[src/hw/rtl/pdr_pkg.sv]
// Package with the shared types, constants and helper functions of the domain rescaler.
`default_nettype none
package pdr_pkg;

  localparam int WORD_W      = 64;
  localparam int FRAC_BITS   = 40;
  localparam int MAX_TERMS   = 8;
  localparam int STORE_DEPTH = 64;
  localparam int ADDR_W      = 6;
  localparam int IDX_W       = 3;
  localparam int TERMS_W     = 4;
  localparam int CFG_IDX_W   = 3;

  localparam logic [CFG_IDX_W-1:0] REG_OFFSET_X = 3'd0;
  localparam logic [CFG_IDX_W-1:0] REG_OFFSET_Y = 3'd1;
  localparam logic [CFG_IDX_W-1:0] REG_SCALE_X  = 3'd2;
  localparam logic [CFG_IDX_W-1:0] REG_SCALE_Y  = 3'd3;
  localparam logic [CFG_IDX_W-1:0] REG_TERMS_X  = 3'd4;
  localparam logic [CFG_IDX_W-1:0] REG_TERMS_Y  = 3'd5;

  localparam logic signed [WORD_W-1:0] Q_ONE = 64'sh0000_0100_0000_0000;
  localparam logic signed [WORD_W-1:0] S_MAX = 64'sh7FFF_FFFF_FFFF_FFFF;
  localparam logic signed [WORD_W-1:0] S_MIN = 64'sh8000_0000_0000_0000;

  // Rows of Pascal's triangle up to the highest power a term can have.
  localparam logic [7:0] BINOM_TAB [8][8] = '{
    '{8'd1, 8'd0, 8'd0,  8'd0,  8'd0,  8'd0,  8'd0, 8'd0},
    '{8'd1, 8'd1, 8'd0,  8'd0,  8'd0,  8'd0,  8'd0, 8'd0},
    '{8'd1, 8'd2, 8'd1,  8'd0,  8'd0,  8'd0,  8'd0, 8'd0},
    '{8'd1, 8'd3, 8'd3,  8'd1,  8'd0,  8'd0,  8'd0, 8'd0},
    '{8'd1, 8'd4, 8'd6,  8'd4,  8'd1,  8'd0,  8'd0, 8'd0},
    '{8'd1, 8'd5, 8'd10, 8'd10, 8'd5,  8'd1,  8'd0, 8'd0},
    '{8'd1, 8'd6, 8'd15, 8'd20, 8'd15, 8'd6,  8'd1, 8'd0},
    '{8'd1, 8'd7, 8'd21, 8'd35, 8'd35, 8'd21, 8'd7, 8'd1}};

  typedef struct packed {
    logic signed [WORD_W-1:0] coeff_in;
    logic                     in_last;
  } in_item_t;

  typedef struct packed {
    logic signed [WORD_W-1:0] coeff_out;
    logic [IDX_W-1:0]         index_x;
    logic [IDX_W-1:0]         index_y;
    logic                     overflow;
    logic                     out_last;
  } out_item_t;

  typedef struct packed {
    logic                     start;
    logic signed [WORD_W-1:0] a;
    logic signed [WORD_W-1:0] b;
    logic                     frac;
  } mul_req_t;

  typedef struct packed {
    logic                     busy;
    logic                     done;
    logic signed [WORD_W-1:0] res;
    logic                     ovf;
  } mul_rsp_t;

  function automatic logic signed [WORD_W-1:0] binom(input logic [IDX_W-1:0] n,
                                                     input logic [IDX_W-1:0] k);
    return $signed({56'd0, BINOM_TAB[n][k]});
  endfunction

  function automatic logic [WORD_W:0] add_sat(input logic signed [WORD_W-1:0] a,
                                              input logic signed [WORD_W-1:0] b);
    logic signed [WORD_W-1:0] s;
    s = a + b;
    if ((a[WORD_W-1] == b[WORD_W-1]) && (s[WORD_W-1] != a[WORD_W-1])) begin
      return {1'b1, (a[WORD_W-1] ? S_MIN : S_MAX)};
    end
    return {1'b0, s};
  endfunction

  function automatic logic [TERMS_W-1:0] clamp_terms(input logic [TERMS_W-1:0] t);
    if (t == '0) begin
      return TERMS_W'(1);
    end
    if (t > TERMS_W'(MAX_TERMS)) begin
      return TERMS_W'(MAX_TERMS);
    end
    return t;
  endfunction

endpackage
`default_nettype wire

[src/hw/rtl/pdr_mul.sv]
// Shared multi-cycle Q23.40 multiplier with rounding and saturation.
`default_nettype none
module pdr_mul (
  input  wire logic             clk,
  input  wire logic             rst_n,
  input  wire pdr_pkg::mul_req_t req,
  output      pdr_pkg::mul_rsp_t rsp
);

  logic [63:0]  xm_r, ym_r;
  logic         neg_r, frac_r;
  logic [127:0] acc_r;
  logic [63:0]  pp_r;
  logic [1:0]   pps_r;
  logic [2:0]   cnt_r;
  logic         busy_r, done_r, ovf_r;
  logic [63:0]  res_r;

  logic [31:0]  xh, yh;
  logic [127:0] pp_ext;
  logic [63:0]  r;
  logic         big;

  assign xh     = cnt_r[1] ? xm_r[63:32] : xm_r[31:0];
  assign yh     = cnt_r[0] ? ym_r[63:32] : ym_r[31:0];
  assign pp_ext = {64'd0, pp_r} << {pps_r, 5'd0};
  assign r      = frac_r ? acc_r[103:40] : acc_r[63:0];
  assign big    = frac_r ? (|acc_r[127:104]) : (|acc_r[127:64]);

  always_ff @(posedge clk) begin
    if (!rst_n) begin
      busy_r <= 1'b0;
      done_r <= 1'b0;
      cnt_r  <= '0;
    end else begin
      done_r <= 1'b0;
      if (req.start) begin
        xm_r   <= req.a[63] ? 64'(-req.a) : 64'(req.a);
        ym_r   <= req.b[63] ? 64'(-req.b) : 64'(req.b);
        neg_r  <= req.a[63] ^ req.b[63];
        frac_r <= req.frac;
        acc_r  <= '0;
        cnt_r  <= '0;
        busy_r <= 1'b1;
      end else if (busy_r) begin
        cnt_r <= cnt_r + 3'd1;
        // Partial products are formed one per cycle and registered in pp_r before they are summed.
        if (cnt_r < 3'd4) begin
          pp_r  <= xh * yh;
          pps_r <= 2'({1'b0, cnt_r[1]} + {1'b0, cnt_r[0]});
        end
        if (cnt_r >= 3'd1 && cnt_r <= 3'd4) begin
          acc_r <= acc_r + pp_ext;
        end
        if (cnt_r == 3'd5 && frac_r) begin
          acc_r <= acc_r + (128'd1 << (pdr_pkg::FRAC_BITS - 1));
        end
        if (cnt_r == 3'd6) begin
          busy_r <= 1'b0;
          done_r <= 1'b1;
          if (neg_r) begin
            if (big || (r[63] && (|r[62:0]))) begin
              res_r <= pdr_pkg::S_MIN;
              ovf_r <= 1'b1;
            end else begin
              res_r <= 64'(-r);
              ovf_r <= 1'b0;
            end
          end else begin
            if (big || r[63]) begin
              res_r <= pdr_pkg::S_MAX;
              ovf_r <= 1'b1;
            end else begin
              res_r <= r;
              ovf_r <= 1'b0;
            end
          end
        end
      end
    end
  end

  assign rsp.busy = busy_r;
  assign rsp.done = done_r;
  assign rsp.res  = $signed(res_r);
  assign rsp.ovf  = ovf_r;

endmodule
`default_nettype wire

[config.mk]
export PLATFORM = sky130hd
export DESIGN_NAME = pdr_mul
export DESIGN_NICKNAME = d
export VERILOG_FILES = /design/src/hw/rtl/pdr_pkg.sv /design/src/hw/rtl/pdr_mul.sv
export SDC_FILE = /design/constraint.sdc
export NUM_CORES = 2
export LEC_CHECK = 0
export BUFFER_PORTS_ARGS = -buffer_cell sky130_fd_sc_hd__buf_4
export CAP_MARGIN = 10
export CORE_ASPECT_RATIO = 1.4
export CORE_MARGIN = 1.5
export CORE_UTILIZATION = 45
export DETAILED_ROUTE_END_ITERATION = 8
export GPL_ROUTABILITY_DRIVEN = 0
export SLEW_MARGIN = 5
export SYNTH_ARGS = -nofsm -noshare
export SYNTH_HDL_FRONTEND = slang
export SYNTH_SLANG_ARGS = --single-unit
export TNS_END_PERCENT = 30
[constraint.sdc]
create_clock -name clk -period 9.04 [get_ports clk]
set_clock_uncertainty 0.15 [all_clocks]
set_input_delay 0 -clock clk [delete_from_list [all_inputs] [get_ports clk]]
set_output_delay 0 -clock clk [all_outputs]
set_load 0.005 [all_outputs]
Word level (Yosys, flattened, before mapping) --
Index checks and enable logic that the tools add are counted. Widths: inputs -> output; s select.
Storage, ports and cells: logic and storage cells 67, input bits 132, output and inout bits 67, bits in registers 394
Cells by class: eq/ne operators 2, mux-type cells 19, order comparisons 3, add/subtract/negate cells 7, multipliers 1, reduce and logical (&&, ||, !) cells 16, bitwise operators 4, shift operators 1
Operators with widths (count):
- $mux 128 | 3
- $mux 64 | 4
- $neg 64->64 | 3
- $add 128x128->128 | 1
- $add 128x40->128 const B | 1
- $shl 64x7->128 | 1
- $mux 63 | 2
- $mul 32x32->64 | 1
- $mux 32 | 2
- $reduce_or 64->1 | 1
- $reduce_or 63->1 | 1
- $reduce_or 24->1 | 1
- $mux 1 | 8
- $reduce_and 4->1 | 2
- $eq 3x3->1 const B | 2
- $add 3x1->3 const B | 1
- $ge 3x1->1 const B | 1
- $le 3x3->1 const B | 1
- $logic_and 1x1->1 | 3
- $lt 3x3->1 const B | 1
- $not 1->1 | 3
- $reduce_and 3->1 | 1
- $reduce_bool 3->1 | 1
- $reduce_or 3->1 | 1
- other kinds (6) | 7

Depth between registers and ports, before layout --
word-level depth 6, mapped depth 36, gate-level depth less buffers 32

Worst setup path after synthesis --
No wires, ideal clock.
path type register -> register, from register frac_r, to register acc_r[0], enable pin, cell stages (with the launch flop) 14, path slack -753 ps, path buffers 9, library setup time 632 ps, clock period less this slack 9793 ps, data arrival time 9011 ps, cells stage by stage edfxtp_1 > buf_2 > buf_2 > buf_2 > buf_2 > buf_2 > buf_1 > clkbuf_1 > clkbuf_1 > clkbuf_1 > a21oi_1 > a21oi_1 > a21oi_1 > nor2b_1
On the way: cells in the longest elaborated chain, start to end 3
Ends and longest elaborated chain:
- from (decl) | line pdr_mul.sv:11 | logic neg_r, frac_r;
- from (signal assigned) | line pdr_mul.sv:41 | frac_r <= req.frac;
- $logic_and 1x1->1 | line pdr_mul.sv:55 | if (cnt_r == 3'd5 && frac_r) begin
- $reduce_bool 3->1 (no line)
- $reduce_and 3->1 (no line)
- to (signal assigned) | line pdr_mul.sv:53 | acc_r <= acc_r + pp_ext;
- to (signal assigned) | line pdr_mul.sv:56 | acc_r <= acc_r + (128'd1 << (pdr_pkg::FRAC_BITS - 1));
- to (decl) | line pdr_mul.sv:12 | logic [127:0] acc_r;
No other way between the ends. A chain may end at the register's enable or synchronous reset.

Worst setup path in the final report --
from register cnt_r[0], to register pp_r[56], data pin
On the way: cells in the longest elaborated chain, start to end 2
Ends and longest elaborated chain:
- from (decl) | line pdr_mul.sv:15 | logic [2:0] cnt_r;
- from (signal assigned) | line pdr_mul.sv:46 | cnt_r <= cnt_r + 3'd1;
- $mux 32 | line pdr_mul.sv:25 | assign yh = cnt_r[0] ? ym_r[63:32] : ym_r[31:0];
- $mul 32x32->64 | line pdr_mul.sv:49 | pp_r <= xh * yh;
- to (signal assigned) | line pdr_mul.sv:49
- to (decl) | line pdr_mul.sv:13 | logic [63:0] pp_r;
No other way between the ends.

==> results.py <==
metrics = {
    "run_status": {
        "status": "finished clean",
    },
    "die": {
        "coreArea_mm2": 0.139,
        "io_pins": 199,
        "die_area_mm2": 0.142,
        "rows": 162,
        "die-height_um": 446,
        "initial_utilization": 0.453,
        "die_x_um": 319,
    },
    "logic_synthesis": {
        "syn_avg_cell_area_um2": 8.88,
        "ys_types": 72,
        "synthFlopType": "edfxtp_1",
        "synthCells": 7092,
        "ys_ff_latch": 394,
        "async_flop_share": 0,
        "synth.top_cell.area_share": 0.285,
        "synthTopCellsByCount": "919 x inv_1, 906 x nor2_1, 897 x fa_1, 817 x nand2_1, 398 x ha_1",
        "synth_nets": 8519,
        "yosysWarnings": 0,
        "synth_edf_count": 389,
        "synth.most_common_cell": "inv_1",
        "syn_area_mm2": 0.0630,
        "synth_top_area_cell": "fa_1",
        "synth-seq-area-share": 0.187,
        "synthTopCellsByArea": "fa_1 29%, edfxtp_1 19%, ha_1 7.9%",
    },
    "timing": {
        "fmax_mhz": 113,
        "slew_violations": 0,
        "tightestPinTransition_ns": 1.40,
        "fin_crit_ns": 8.88,
        "fin_crit_sh": 0.983,
        "slew_headroom": 0.0590,
        "hold_viol": 0,
        "rsz0062_at_grt": "true",
        "fin_ws_ns": 0.158,
        "finalSetupViolCount": 0,
    },
    "route": {
        "via_per_inst": 5.87,
        "drc": 0,
        "wl_um": 247000,
        "dr.pass1.iters": 8,
        "antenna_left": 0,
        "via_count": 55200,
        "drt_first_iter_violations": 4592,
        "wl_per_cell_um": 26.3,
    },
    "grt": {
        "grt_pass1_vias": 57200,
        "antenna_found_initial": 11,
        "grt_usage": 0.344,
        "grt_max_degree": 115,
        "grt_pass1_wl_um": 359000,
        "grt.overflow.total": 0,
    },
    "worst_setup_path": {
        "crit_slowest_cell": "fa_1",
        "cp_common_cell": "fa_1",
        "cp-endpoint": "pp_r[56]",
        "critPathLaunchType": "flip-flop",
        "rr_worst_depth": 31,
        "arrival_ns": 9.15,
        "endpoint_kind": "flip-flop",
        "critPathKind": "reg -> reg",
        "worstReg2RegStart": "cnt_r[0]",
        "r2r-end": "pp_r[56]",
        "cp.required_ns": 9.31,
        "crit_path_start": "cnt_r[0]",
        "slowest_delay_ns": 0.56,
        "cp_max_fo": 10,
        "r2r_slack_ns": 0.16,
    },
    "place": {
        "dp_slack_ns": -0.135,
        "portBuffers": 198,
        "hpwl_um": 197000,
        "placed_cell_area_mm2": 0.0687,
    },
    "clock_network": {
        "cts_buffers": 46,
        "clkSlewWorstSetupHoldPaths_ns": 0.06,
        "htreeDepth": 2,
        "cts.sinks": 394,
        "cts_buffer_depth": 3,
        "cts_tree": "built",
        "clock_latency_ns": 0.69,
        "cts-root-buf": "clkbuf_16",
    },
    "final_layout": {
        "nFillCells": 12700,
        "drive_gt1_frac": 0.108,
        "fin_nets": 8988,
        "final_area_mm2": 0.0733,
        "seq_area_mm2": 0.0118,
        "multi_input_area_mm2": 0.0468,
        "syn2layout_area_growth_pct": 16.4,
    },
    "flow_run": {
        "maxCapViolations": 0,
    },
    "min_path": {
        "hold_path_class": "in -> reg",
        "min_from": "req[63]",
    },
}
-- state kept, by name (all words and copies together), names as in the netlist --
signal / cells
xm_r: 64
cnt_r: 3
acc_r: 128
neg_r: 1
res_r: 64
done_r: 1
frac_r: 1
pp_r: 64
busy_r: 1
pps_r: 2
ym_r: 64
ovf_r: 1
-- metrics by stage --
| step | TNS (ns) | util | std cells | hold slack (ns) |
|---|---|---|---|---|
| floorplan | -1.98 | - | 7092 | -0.0511 |
| global placement | 0 | 0.494 | 9042 | 0.0528 |
| detailed placement | -0.736 | 0.494 | 9042 | 0.0542 |
| CTS | 0 | 0.524 | 9379 | 0.0186 |
| global route | -0.129 | 0.527 | 9400 | 0.0586 |
| finish | 0 | 0.527 | 9406 | 0.0537 |
-- layout by cell type, fill, tap and decap left out, drive strengths merged, types with 44 or more instances in the layout --
cell type	count
nand4	88
nor3	70
edfxtp	389
o31ai	55
a21o	152
buf	543
a211oi	65
o21ai	217
clkbuf	55
nor2	906
nand3	94
ha	398
o21bai	44
nor2b	59
inv	924
dlygate4sd3	254
fa	897
and3	45
mux2i	164
a21oi	374
nand2	817
mux2	77
xnor2	276
xor2	116
and2	56
-- area by class of cell --
cell class / instances / share of cell area
multi-input combinational: 5397 / 0.638
sequential: 394 / 0.161
timing repair buffer: 802 / 0.102
inverter: 920 / 0.0471
tap: 1804 / 0.0308
clock buffer: 50 / 0.0159
clock inverter: 33 / 0.00495
antenna: 6 / 0.000205
-- worst max-delay path, delay by kind of cell, from the launching register on --
kind	cells	cell delay [ns]
mux	1	0.31
buf+inv	8	1.08
xor+xnor	1	0.06
fa+ha+maj	9	4.35
simple gates	6	0.99
compound gates	6	1.25
flops	1	0.43
-- layer usage --
metal / GRT usage / wire length (um)
met1: 0.354 / 80400
met2: 0.571 / 114000
met3: 0.0743 / 20300
met4: 0.346 / 32300
met5: 0 / 70
-- worst min path at each step --
stage                    end  cells past startpoint
finish              ym_r[62]                      3
global route        xm_r[60]                      3
CTS                 xm_r[62]                      3
detailed placement    frac_r                      1
global placement      frac_r                      1
floorplan             frac_r                      0
-- repair_timing --
| action | 4_1_cts | 5_1_grt |
|---|---|---|
| endpoints found under the hold margin | 267 | 0 |
| gates cloned | 0 | 5 |
| setup buffers | 0 | 16 |
| pin swaps | 0 | 11 |
| gates resized for setup | 5 | 43 |
| endpoints found under the setup margin | 10 | 16 |
| hold buffers | 254 | 0 |
-- logic make-up (layout without fill, tap and decap cells) --
family          Yosys count  count (layout)  synth area share
simple gates           2317            2317             0.161
mux                     241             241            0.0398
compound gates         1152            1152             0.116
buf+inv                1301            1805            0.0779
fa+ha+maj              1295            1295             0.364
xor+xnor                392             392            0.0545
flops                   394             394             0.187
other cells               0               6                 0
Power is left out: the tool's default activity adds up to more than one toggle a clock period on the data nets, which glitch-free logic cannot reach.
